## src/design/sbeh_pkg.sv

```systemverilog
// Shared types and constants for the sensor bitmap event history block.
// No dependencies; imported by the controller, the datapath and the top level.
package sbeh_pkg;

  localparam int BANK_W   = 4;
  localparam int BITS_W   = 8;
  localparam int LETTER_W = 3;
  localparam int NUMBER_W = 5;
  localparam int EVENT_W  = LETTER_W + NUMBER_W;
  localparam int SCAN_W   = 3;

  localparam logic [LETTER_W-1:0] LETTER_MAX    = 3'd4;  // bank E
  localparam logic [NUMBER_W-1:0] NUM_EVEN_BASE = 5'd1;
  localparam logic [NUMBER_W-1:0] NUM_ODD_BASE  = 5'd9;
  localparam logic [SCAN_W-1:0]   SCAN_LAST     = 3'd7;

  // Commands from the controller to the datapath
  typedef struct packed {
    logic              take_item;  // latch the incoming byte
    logic              scan;       // examine one bit of the latched byte
    logic [SCAN_W-1:0] bit_idx;    // scan position, 0 is bit 7
    logic              load_out;   // move the read entry into the output register
  } sbeh_cmd_t;

  // Status from the datapath to the controller
  typedef struct packed {
    logic eop;         // latched end-of-poll flag
    logic hist_empty;  // no history entries
    logic snap_last;   // current snapshot index is the newest entry
    logic out_free;    // output register empty or being taken this cycle
  } sbeh_sts_t;

endpackage

```

## src/design/sbeh_ctrl.sv

```systemverilog
// Sequencer for the sensor bitmap event history: bit scan and snapshot readout.
// Depends on sbeh_pkg for the command and status structs.
module sbeh_ctrl
  import sbeh_pkg::*;
(
  input  logic      clk,
  input  logic      rst_n,
  input  logic      in_valid,
  output logic      in_stall,
  output sbeh_cmd_t cmd,
  input  sbeh_sts_t sts
);

  typedef enum logic [1:0] {S_IDLE, S_SCAN, S_RD, S_LD} state_t;

  state_t            state_r, state_nxt;
  logic [SCAN_W-1:0] bit_r, bit_nxt;
  logic              accept;

  assign in_stall = (state_r != S_IDLE);
  assign accept   = in_valid && !in_stall;

  always_comb begin
    state_nxt     = state_r;
    bit_nxt       = bit_r;
    cmd.take_item = 1'b0;
    cmd.scan      = 1'b0;
    cmd.bit_idx   = bit_r;
    cmd.load_out  = 1'b0;
    case (state_r)
      S_IDLE: begin
        if (accept) begin
          cmd.take_item = 1'b1;
          bit_nxt       = '0;
          state_nxt     = S_SCAN;
        end
      end
      S_SCAN: begin
        cmd.scan = 1'b1;
        if (bit_r == SCAN_LAST) begin
          state_nxt = sts.eop ? S_RD : S_IDLE;
        end else begin
          bit_nxt = bit_r + SCAN_W'(1);
        end
      end
      S_RD: begin
        // read address settles this cycle, data is registered for S_LD
        state_nxt = sts.hist_empty ? S_IDLE : S_LD;
      end
      S_LD: begin
        if (sts.out_free) begin
          cmd.load_out = 1'b1;
          state_nxt    = sts.snap_last ? S_IDLE : S_RD;
        end
      end
      default: begin
        state_nxt = S_IDLE;
      end
    endcase
  end

  always_ff @(posedge clk) begin
    if (!rst_n) begin
      state_r <= S_IDLE;
      bit_r   <= '0;
    end else begin
      state_r <= state_nxt;
      bit_r   <= bit_nxt;
    end
  end

`ifndef SYNTH
  a_accept_starts_scan: assert property (@(posedge clk) disable iff (!rst_n)
    accept |=> (state_r == S_SCAN && bit_r == '0))
    else $error("accepted byte did not start a scan at bit 7");

  a_load_only_when_free: assert property (@(posedge clk) disable iff (!rst_n)
    cmd.load_out |-> sts.out_free)
    else $error("output register loaded while occupied");

  a_scan_not_idle_stall: assert property (@(posedge clk) disable iff (!rst_n)
    (state_r == S_SCAN && bit_r != SCAN_LAST) |=> (state_r == S_SCAN))
    else $error("scan ended before the last bit");
`endif

endmodule

```

## src/design/sbeh_dp.sv

```systemverilog
// Datapath for the sensor bitmap event history: item latch, event builder,
// history ring (memory, pointers, count) and output register. Uses sbeh_pkg.
module sbeh_dp
  import sbeh_pkg::*;
#(
  parameter int HISTORY_DEPTH = 8,
  parameter int NUM_BANKS     = 10
) (
  input  logic                clk,
  input  logic                rst_n,
  input  logic [BANK_W-1:0]   in_bank_index,
  input  logic [BITS_W-1:0]   in_bank_bits,
  input  logic                in_end_of_poll,
  input  sbeh_cmd_t           cmd,
  output sbeh_sts_t           sts,
  output logic                out_valid,
  input  logic                out_stall,
  output logic [LETTER_W-1:0] out_bank_letter,
  output logic [NUMBER_W-1:0] out_sensor_number,
  output logic                out_entry_last
);

  localparam int AW = (HISTORY_DEPTH > 1) ? $clog2(HISTORY_DEPTH) : 1;
  localparam int CW = $clog2(HISTORY_DEPTH + 1);
  localparam int SW = CW + 1;

  // Latched item
  logic [BANK_W-1:0] bank_r;
  logic [BITS_W-1:0] bits_r;
  logic              eop_r;

  // Ring state
  logic [EVENT_W-1:0] mem [HISTORY_DEPTH];
  logic [EVENT_W-1:0] rd_q;
  logic [EVENT_W-1:0] newest_r;
  logic [AW-1:0]      oldest_r;
  logic [CW-1:0]      count_r;
  logic [CW-1:0]      idx_r;

  // Output register
  logic                out_valid_r;
  logic [LETTER_W-1:0] out_letter_r;
  logic [NUMBER_W-1:0] out_number_r;
  logic                out_last_r;

  logic                bank_ok, hit, full, dup, rec;
  logic [LETTER_W-1:0] letter;
  logic [NUMBER_W-1:0] number;
  logic [EVENT_W-1:0]  ev;
  logic [SW-1:0]       wsum, rsum;
  logic [AW-1:0]       wr_slot, rd_slot;

  assign bank_ok = (bank_r < BANK_W'(NUM_BANKS));
  assign hit     = bank_ok && bits_r[SCAN_LAST - cmd.bit_idx];
  assign letter  = (bank_r[BANK_W-1:1] > LETTER_MAX) ? LETTER_MAX : bank_r[BANK_W-1:1];
  assign number  = bank_r[0] ? (NUM_ODD_BASE + NUMBER_W'(cmd.bit_idx))
                             : (NUM_EVEN_BASE + NUMBER_W'(cmd.bit_idx));
  assign ev      = {letter, number};

  assign full = (count_r == CW'(HISTORY_DEPTH));
  assign dup  = (count_r != '0) && (newest_r == ev);
  assign rec  = cmd.scan && hit && !dup;

  // Ring slot = (oldest + offset) mod depth; the sum stays below twice the depth
  always_comb begin
    wsum = SW'(oldest_r) + SW'(count_r);
    if (wsum >= SW'(HISTORY_DEPTH)) begin
      wsum = wsum - SW'(HISTORY_DEPTH);
    end
    rsum = SW'(oldest_r) + SW'(idx_r);
    if (rsum >= SW'(HISTORY_DEPTH)) begin
      rsum = rsum - SW'(HISTORY_DEPTH);
    end
    // when full, the new entry overwrites the oldest slot
    wr_slot = full ? oldest_r : wsum[AW-1:0];
    rd_slot = rsum[AW-1:0];
  end

  always_ff @(posedge clk) begin
    if (rec) begin
      mem[wr_slot] <= ev;
    end
    rd_q <= mem[rd_slot];
  end

  always_ff @(posedge clk) begin
    if (cmd.take_item) begin
      bank_r <= in_bank_index;
      bits_r <= in_bank_bits;
    end
    if (rec) begin
      newest_r <= ev;
    end
    if (cmd.load_out) begin
      out_letter_r <= rd_q[EVENT_W-1 -: LETTER_W];
      out_number_r <= rd_q[NUMBER_W-1:0];
      out_last_r   <= sts.snap_last;
    end
  end

  always_ff @(posedge clk) begin
    if (!rst_n) begin
      eop_r       <= 1'b0;
      oldest_r    <= '0;
      count_r     <= '0;
      idx_r       <= '0;
      out_valid_r <= 1'b0;
    end else begin
      if (cmd.take_item) begin
        eop_r <= in_end_of_poll;
        idx_r <= '0;
      end else if (cmd.load_out) begin
        idx_r <= idx_r + CW'(1);
      end
      if (rec) begin
        if (full) begin
          oldest_r <= (oldest_r == AW'(HISTORY_DEPTH - 1)) ? '0 : oldest_r + AW'(1);
        end else begin
          count_r <= count_r + CW'(1);
        end
      end
      if (cmd.load_out) begin
        out_valid_r <= 1'b1;
      end else if (!out_stall) begin
        out_valid_r <= 1'b0;
      end
    end
  end

  assign sts.eop        = eop_r;
  assign sts.hist_empty = (count_r == '0);
  assign sts.snap_last  = ((SW'(idx_r) + SW'(1)) == SW'(count_r));
  assign sts.out_free   = !out_valid_r || !out_stall;

  assign out_valid         = out_valid_r;
  assign out_bank_letter   = out_letter_r;
  assign out_sensor_number = out_number_r;
  assign out_entry_last    = out_last_r;

`ifndef SYNTH
  a_count_bounded: assert property (@(posedge clk) disable iff (!rst_n)
    count_r <= CW'(HISTORY_DEPTH))
    else $error("history count beyond ring depth");

  a_count_never_drops: assert property (@(posedge clk) disable iff (!rst_n)
    $past(rst_n) |-> (count_r >= $past(count_r)))
    else $error("history count decreased outside reset");

  a_no_write_in_readout: assert property (@(posedge clk) disable iff (!rst_n)
    cmd.load_out |-> !rec)
    else $error("ring written during snapshot readout");
`endif

endmodule

```

## src/design/sensor_bitmap_event_history.sv

```systemverilog
// Top level of the sensor bitmap event history block.
// Instantiates sbeh_ctrl and sbeh_dp; types and constants from sbeh_pkg.
//
// Usage:
//   Input channel (in_*): one polled half-bank byte per transfer, with its bank
//   index and an end-of-poll flag. Set bits are scanned from bit 7 down; each
//   becomes an event (letter = bank/2 capped at E, number = position + 1 or
//   + 9 for odd banks) that is appended to an eight-entry history ring unless
//   it repeats the newest entry. A full ring drops its oldest entry first.
//   Output channel (out_*): on end of poll the whole history is sent oldest to
//   newest, one entry per transfer, out_entry_last high on the newest one.
//   Timing: a byte is scanned one bit per cycle, and in_stall stays high for
//   the whole scan and any readout (the scan counter sets the rate). With end
//   of poll, readout goes through S_RD and S_LD for each entry (S_RD alone on
//   an empty history) through the single ring read port.
//   An empty history gives no results. The next byte is taken while the last
//   entry still sits in the output register.
//   Receiver stall: readout holds with the entry in the output register until
//   out_stall falls; no entry is lost or repeated.
//   Reset (rst_n low, synchronous): empties the history, clears pointers and
//   drops any pending output. Ring contents need no clearing.
module sensor_bitmap_event_history
  import sbeh_pkg::*;
#(
  parameter int HISTORY_DEPTH = 8,
  parameter int NUM_BANKS     = 10
) (
  input  logic                clk,
  input  logic                rst_n,
  input  logic                in_valid,
  output logic                in_stall,
  input  logic [BANK_W-1:0]   in_bank_index,
  input  logic [BITS_W-1:0]   in_bank_bits,
  input  logic                in_end_of_poll,
  output logic                out_valid,
  input  logic                out_stall,
  output logic [LETTER_W-1:0] out_bank_letter,
  output logic [NUMBER_W-1:0] out_sensor_number,
  output logic                out_entry_last
);

  // Command and status between sequencer and datapath
  sbeh_cmd_t cmd;
  sbeh_sts_t sts;

  // Sequencer: accept, bit scan, snapshot readout
  sbeh_ctrl u_ctrl (
    .clk      (clk),
    .rst_n    (rst_n),
    .in_valid (in_valid),
    .in_stall (in_stall),
    .cmd      (cmd),
    .sts      (sts)
  );

  // Datapath: event builder, history ring and output register
  sbeh_dp #(
    .HISTORY_DEPTH (HISTORY_DEPTH),
    .NUM_BANKS     (NUM_BANKS)
  ) u_dp (
    .clk               (clk),
    .rst_n             (rst_n),
    .in_bank_index     (in_bank_index),
    .in_bank_bits      (in_bank_bits),
    .in_end_of_poll    (in_end_of_poll),
    .cmd               (cmd),
    .sts               (sts),
    .out_valid         (out_valid),
    .out_stall         (out_stall),
    .out_bank_letter   (out_bank_letter),
    .out_sensor_number (out_sensor_number),
    .out_entry_last    (out_entry_last)
  );

endmodule
```

## config.mk

```make
export PLATFORM = sky130hd
export DESIGN_NAME = sensor_bitmap_event_history
export DESIGN_NICKNAME = d
export VERILOG_FILES = /design/src/design/sbeh_pkg.sv /design/src/design/sbeh_ctrl.sv /design/src/design/sbeh_dp.sv /design/src/design/sensor_bitmap_event_history.sv
export SDC_FILE = /design/constraint.sdc
export NUM_CORES = 1
export LEC_CHECK = 0
export BUFFER_PORTS_ARGS = -buffer_cell sky130_fd_sc_hd__buf_2
export CAP_MARGIN = 5
export CORE_MARGIN = 3
export CORE_UTILIZATION = 40
export DETAILED_ROUTE_END_ITERATION = 12
export HOLD_SLACK_MARGIN = 0.08
export SYNTH_ARGS = -nofsm -noshare
export SYNTH_HDL_FRONTEND = slang
export SYNTH_SLANG_ARGS = --single-unit
```

## constraint.sdc

```tcl
create_clock -name clk -period 4.6 [get_ports clk]
set_input_delay 0.92 -clock clk [delete_from_list [all_inputs] [get_ports clk]]
set_output_delay 0.92 -clock clk [all_outputs]
set_load 0.03 [all_outputs]
```

==> results of run 1 <==
-- routing by layer --
metal	share of wire [%]	vias to the layer above	GRT usage [%]	wire length, um
li1	-	1237	-	-
met1	45	1269	18.3	3890
met2	49	56	23.9	4270
met3	4.0	14	4.46	349
met4	1.5	0	5.57	134
met5	0	-	0	0
-- flip-flops by register name (all words and copies together) (netlist names) --
name and count:
u_ctrl.bit_r 3, u_ctrl.state_r 2, u_dp.bank_r 4, u_dp.bits_r 8, u_dp.count_r 4, u_dp.eop_r 1, u_dp.idx_r 4, u_dp.mem 64
u_dp.newest_r 8, u_dp.oldest_r 3, u_dp.out_bank_letter 3, u_dp.out_entry_last 1, u_dp.out_sensor_number 5, u_dp.out_valid 1, u_dp.rd_q 8
-- synthesized netlist by cell type, types with 3 or more instances --
master / count
nor3_1: 13
xor2_1: 8
or3_1: 4
a21oi_1: 6
a31oi_1: 5
ha_1: 9
nor2_1: 14
mux2i_1: 7
dfxtp_1: 26
edfxtp_1: 93
mux4_2: 16
inv_1: 9
o21ai_0: 7
nor2b_1: 6
clkbuf_1: 8
nand3_1: 5
nand2_1: 16
buf_2: 3
mux2_2: 8
xnor2_1: 10
-- cell families (layout without fill, tap and decap cells) --
group           after synthesis  after routing  synth area share (%)
xor+xnor                     21             21                  4.40
fa+ha+maj                    11             11                  3.14
mux                          32             32                  10.9
simple gates                 73             73                  7.73
compound gates               27             27                  3.50
flops                       119            119                  68.2
buf+inv                      24             72                  2.09
-- how the worst max path moves through the flow --
| stage | from | endpoint | slack [ns] | cells past startpoint |
|---|---|---|---|---|
| 4_1_cts | u_ctrl.bit_r[1]$_SDFFE_PN0P_ | u_dp.mem[4][1]$_DFFE_PP_ | 1.39 | 7 |
| 6_report | u_ctrl.bit_r[1]$_SDFFE_PN0P_ | u_dp.mem[2][2]$_DFFE_PP_ | 1.52 | 7 |
| 2_1_floorplan | u_ctrl.bit_r[0]$_SDFFE_PN0P_ | u_dp.mem[0][0]$_DFFE_PP_ | 2.08 | 8 |
| 3_3_place_gp | u_ctrl.bit_r[1]$_SDFFE_PN0P_ | u_dp.mem[1][6]$_DFFE_PP_ | 1.46 | 7 |
| 5_1_grt | u_ctrl.bit_r[1]$_SDFFE_PN0P_ | u_dp.mem[5][4]$_DFFE_PP_ | 1.18 | 7 |
| 3_5_place_dp | u_ctrl.bit_r[1]$_SDFFE_PN0P_ | u_dp.mem[4][6]$_DFFE_PP_ | 1.41 | 7 |
-- power by group through the flow --
stage                     registers (mW)  clock network, mW  logic (mW)
after detailed placement            1.22                  0      0.0746
final                               1.20               1.31      0.0733
after CTS                           1.20               1.33      0.0750
after floorplan                     1.21                  0      0.0533
after global routing                1.20               1.38      0.0834
after global placement              1.22                  0      0.0735
-- worst max-delay path, cell delays in order, from the launching register on --
cell and delay [ns]:
dfxtp_1 0.39, ha_1 0.22, ha_1 0.47, xor2_1 0.19, nor3_1 0.07, nand4_1 0.10, o21ai_2 0.20, nor3_1 1.03
-- layout make-up --
cell class / count / area (um2) / share of cell area [%]
Multi-Input combinational cell: 164 / 1440 / 25.2
Inverter: 10 / 37.5 / 0.655
Sequential cell: 119 / 3310 / 57.8
Tap cell: 143 / 179 / 3.12
Clock inverter: 13 / 146 / 2.55
Timing Repair Buffer: 30 / 158 / 2.75
Clock buffer: 19 / 453 / 7.90
-- per-stage QoR --
step	power [mW]	cell area [um2]	hold slack, ns
6_report	2.58	5730	0.402
5_1_grt	2.66	5730	0.418
4_1_cts	2.60	5720	0.402
3_5_place_dp	1.29	5120	0.389
3_3_place_gp	1.29	5120	0.387
2_1_floorplan	1.27	4860	0.386
==> metrics.cfg, run 1 <==
[logic_synthesis]
synth_ff_type=edfxtp_1
synthDistinctLibCells=46
asyncSetResetFlopFracSynth_pct=0
synth_area_leaders=edfxtp_1, dfxtp_1, mux4_2, ha_1, mux2_2
synth_nets=335
synth_edf_count=93
yosysWarnings=0
ys_ff_latch=119
yosysTopAreaCellShare_pct=57.5
syn_area_per_cell_um2=15.8
netlist_area_mm2=0.00486
yosysSeqAreaShare_pct=68.2
synth_cells=307
synth_top_area_cell=edfxtp_1

[routing]
drt-initial-drc-count=210
ant_nets=0
wl_mm=8.65
vias=2576
drc_errors=0
wire_per_inst_um=17.4
drt_first_pass_iters=4
viasPerCell=5.17

[power_and_ir_drop]
power.leakage_nw=1.99
p_per_area_mw_per_mm2=449
clockPowerShare_pct=50.7
pwr-share-comb_pct=2.8
power.share.sequential_pct=46.4
sw_frac_of_total_pct=20.7
p_switching_uw=534
p_int_mw=2.04
peakVddDrop_v=0.000277

[global_route]
first_global_vias=2665
grt_antenna_before_repair=0
track_usage_pct=14.6
grt_max_degree=18
grt_pass1_wl_mm=14.4
overflow=0

[place]
hpwl_mm=5.91
gp_congestion=0.751
pre_cts_slack_ns=1.41
port_buffers=27
dp.cells=465

[sta]
fin_skew_ns=0.00770
max_freq_mhz=324
tightest_slew_ns=1.22
maxSlewViolCount=0
rsz0062_at_grt=no
finalWorstSetupSlack_ns=1.52
setup_tns_ns=0
min_period_over_period_pct=67.0
min_period_ns=3.08
slew_headroom_pct=18.1
setup_viol=0
hold_violations=0

[worst_setup_path]
worst-setup-path-type=reg2reg
r2r-start=u_ctrl.bit_r[1]$_SDFFE_PN0P_
end_kind=register
worstPathArrival_ns=3.09
path_max_fanout=17
ff2ff_path_depth=7
reg2reg_to=u_dp.mem[2][2]$_DFFE_PP_
cp-start-kind=register
required_ns=4.61
r2r_slack_ns=1.52

[die]
die_w_um=116
io_pins=28
dieArea_mm2=0.0135
start_util_pct=41.7
die_y_um=116
coreArea_mm2=0.0117
rows=39

[clock_tree]
cts_setup_buffers=0
cts.clk_slew.worst_paths_ns=0.05
clockBufferDepth=2
holdBufCountCts=0
worstSkewPairLatency_ns=0.40
cts_resized=0
cts_inserted_buffers=17
cts.root.buffer_cell=clkbuf_16
cts_tree=yes
htreeDepth=4
clock-sinks=119

[cells_and_area]
n_antenna_cell=0
area_growth_pct=18.0
layout_common_cells=edfxtp_1, buf_2, dfxtp_1, clkbuf_16
drive_gt1_share_pct=26.2
n_fill_cell=983
fin_nets=370
final_util_pct=49.1
mostFrequentLayoutCell=edfxtp_1
instances_no_fill=498

[hold_path]
whs_endpoint=u_dp.out_sensor_number[4]$_DFFE_PP_
hold_class=reg2reg
hp-start=u_dp.rd_q[4]$_DFF_P_
min_path_cells=0

[run]
drv_cap=0

[run_status]
status=finished, final reports clean

(Power assumes the default switching activity.)
==> run 2: changes to the inputs <==
Clock period 4.6 ns to 2.9 ns, I/O delays scaled along.
==> run 2 against run 1 <==
Design area is 3.3% higher. Critical path type unchanged. Cell count is 5.0% higher. Register-to-register slack worse by 1.3 ns. Combinational power is 91% higher.
==> metrics.cfg, run 2 (synthesis gave the netlist of run 1 again) <==
[power_and_ir_drop]
p_int_mw=3.24  ; +59%
p_switching_uw=780  ; +46%
clockPowerShare_pct=49.4  ; -1.3 points
sw_frac_of_total_pct=19.4  ; -1.3 points
p_per_area_mw_per_mm2=679  ; +51%
power.leakage_nw=2.11  ; +6.1%
pwr-share-comb_pct=3.5  ; +0.7 points
power.share.sequential_pct=47.1  ; +0.7 points
peakVddDrop_v=0.000502  ; +81%

[sta]
max_freq_mhz=378  ; +16%
min_period_ns=2.65  ; -0.434 ns
setup_viol=0  ; unchanged
tightest_slew_ns=0.887  ; -0.331 ns
fin_skew_ns=0.0111  ; +0.00341 ns
slew_headroom_pct=40.5  ; +22 points
hold_ws_ns=0.348  ; -0.0548 ns
rsz0062_at_grt=no
min_period_over_period_pct=91.3  ; +24 points
hold_violations=0  ; unchanged
maxSlewViolCount=0  ; unchanged

[worst_setup_path]
r2r_slack_ns=0.25  ; -1.27 ns
end_kind=register
cpMostUsedCell=xnor2_1
reg2reg_to=u_dp.mem[2][3]$_DFFE_PP_
path_cells=ha_1 -> inv_1 -> fa_1 -> xnor2_1 -> nand2_1 -> buf_4 -> xnor2_1 -> nor3_1 -> buf_2
cp-start-kind=register
worstPathArrival_ns=2.74  ; -0.35 ns
path_max_fanout=6  ; -11
r2r-start=u_dp.count_r[0]$_SDFFE_PN0P_
required_ns=2.99  ; -1.62 ns
crit_slowest_cell=nor3_1
ff2ff_path_depth=9  ; +2
worst-setup-path-type=reg2reg
cp_slowest_stage_delay_ns=0.48  ; -0.55 ns

[place]
hpwl_mm=6.18  ; +4.7%
dpl_cell_area_mm2=0.00533  ; +4.1%
gp_congestion=0.772  ; +2.9%
port_buffers=27  ; unchanged
dp.cells=491  ; +5.6%

[global_route]
track_usage_pct=14.9  ; +0.33 points
grt_antenna_before_repair=0  ; unchanged
overflow=0  ; unchanged
grt_pass1_wl_mm=14.6  ; +2.0%
grt_max_degree=17  ; -1
first_global_vias=2739  ; +2.8%

[cells_and_area]
n_antenna_cell=0  ; unchanged
instances_no_fill=523  ; +5.0%
fin_nets=395  ; +6.8%
area_growth_pct=21.8
layout_common_cells=edfxtp_1, buf_2, dfxtp_1, buf_4, clkbuf_16
largest-register=u_dp.mem
mostFrequentLayoutCell=edfxtp_1
largest_register_ffs=64  ; unchanged
fin_area_mm2=0.00592  ; +3.3%
drive_gt1_share_pct=31.1  ; +4.9 points

[hold_path]
whs_endpoint=u_dp.bank_r[1]$_DFFE_PP_
hold_class=in2reg
hp-start=in_bank_index[1]
min_path_cells=1  ; +1

[die]
die_w_um=116  ; unchanged
coreArea_mm2=0.0117  ; unchanged
start_util_pct=41.7  ; unchanged
dieArea_mm2=0.0135  ; unchanged
io_pins=28  ; unchanged
die_y_um=116  ; unchanged
rows=39  ; unchanged

[routing]
drt-initial-drc-count=175  ; -17%
viasPerCell=5.11  ; -1.3%
vias=2670  ; +3.6%
ant_nets=0  ; unchanged
wl_mm=8.88  ; +2.6%
wire_per_inst_um=17.0  ; -2.3%
drc_errors=0  ; unchanged
drt_first_pass_iters=4  ; unchanged

[run]
drv_cap=0  ; unchanged

[clock_tree]
clockBufferDepth=2  ; unchanged
cts.root.buffer_cell=clkbuf_16
cts_inserted_buffers=17  ; unchanged
cts_tree=yes
cts.clk_slew.worst_paths_ns=0.05  ; about the same
worstSkewPairLatency_ns=0.40  ; about the same
htreeDepth=4  ; unchanged
cts_setup_buffers=0  ; unchanged
clock-sinks=119  ; unchanged

[run_status]
status=finished, final reports clean

## run 2: cell types whose count changed in the layout (fill, tap and decap cells not counted), moves of 3 or more
cell and change:
buf_4 +22, buf_2 +3, nor3_1 -5, clkbuf_1 +4, clkinv_4 -3, nor3_2 +5
## run 2: what timing repair did
action / 4_1_cts / 5_1_grt
gates resized for setup: 1 / 1
setup endpoints to repair: 8 / 8
hold buffers: 0 / 0
## run 2: how the worst max path moves through the flow
stage	startpoint	endpoint	slack (ns)	depth (start not counted)
2_1_floorplan	u_ctrl.bit_r[0]$_SDFFE_PN0P_	u_dp.mem[0][0]$_DFFE_PP_	0.38	8
3_3_place_gp	u_ctrl.bit_r[0]$_SDFFE_PN0P_	u_dp.mem[1][7]$_DFFE_PP_	-0.36	8
3_5_place_dp	u_ctrl.bit_r[0]$_SDFFE_PN0P_	u_dp.mem[0][5]$_DFFE_PP_	-0.07	8
4_1_cts	u_dp.oldest_r[0]$_SDFFE_PN0P_	u_dp.rd_q[0]$_DFF_P_	0.06	6
5_1_grt	u_dp.oldest_r[0]$_SDFFE_PN0P_	u_dp.mem[2][4]$_DFFE_PP_	0.04	9
6_report	u_dp.count_r[0]$_SDFFE_PN0P_	u_dp.mem[2][3]$_DFFE_PP_	0.25	9
## run 2: power by group through the flow
stage               Clock (mW)  Sequential, mW  Combinational, mW
floorplan                    0            1.92             0.0845
global placement             0            1.93              0.137
detailed placement           0            1.93              0.140
CTS                       2.02            1.89              0.142
global route              2.10            1.89              0.159
finish                    1.98            1.89              0.140
## run 2: worst max-delay path, delay by kind of cell (launching register included)
family | cells | cell delay, ns
xor+xnor | 2 | 0.33
flops | 1 | 0.39
buf+inv | 3 | 0.50
simple gates | 2 | 0.58
fa+ha+maj | 2 | 0.54
## run 2: layout make-up
| cell class | instances | area, um2 |
|---|---|---|
| Clock inverter | 9 | 101 |
| Clock buffer | 23 | 468 |
| Fill cell | 960 | 5750 |
| Inverter | 10 | 37.5 |
| Multi-Input combinational cell | 164 | 1480 |
| Timing Repair Buffer | 55 | 338 |
| Sequential cell | 119 | 3310 |
| Tap cell | 143 | 179 |
## run 2: metrics by stage
| stage | TNS, ns | power (mW) | setup WS (ns) | util, % |
|---|---|---|---|---|
| final | 0 | 4.02 | 0.251 | 50.7 |
| after global routing | 0 | 4.15 | 0.0437 | 50.7 |
| after CTS | 0 | 4.06 | 0.0586 | 50.6 |
| after detailed placement | -0.518 | 2.07 | -0.0653 | 45.7 |
| after global placement | -7.45 | 2.06 | -0.355 | 45.4 |
| after floorplan | 0 | 2.01 | 0.384 | - |
## run 2: per-layer routing
metal	GRT usage, %	up-vias	wire length (um)
met2	23.4	65	4320
met5	0	-	0
li1	-	1289	-
met3	4.40	12	355
met1	19.5	1304	4050
met4	6.26	0	148
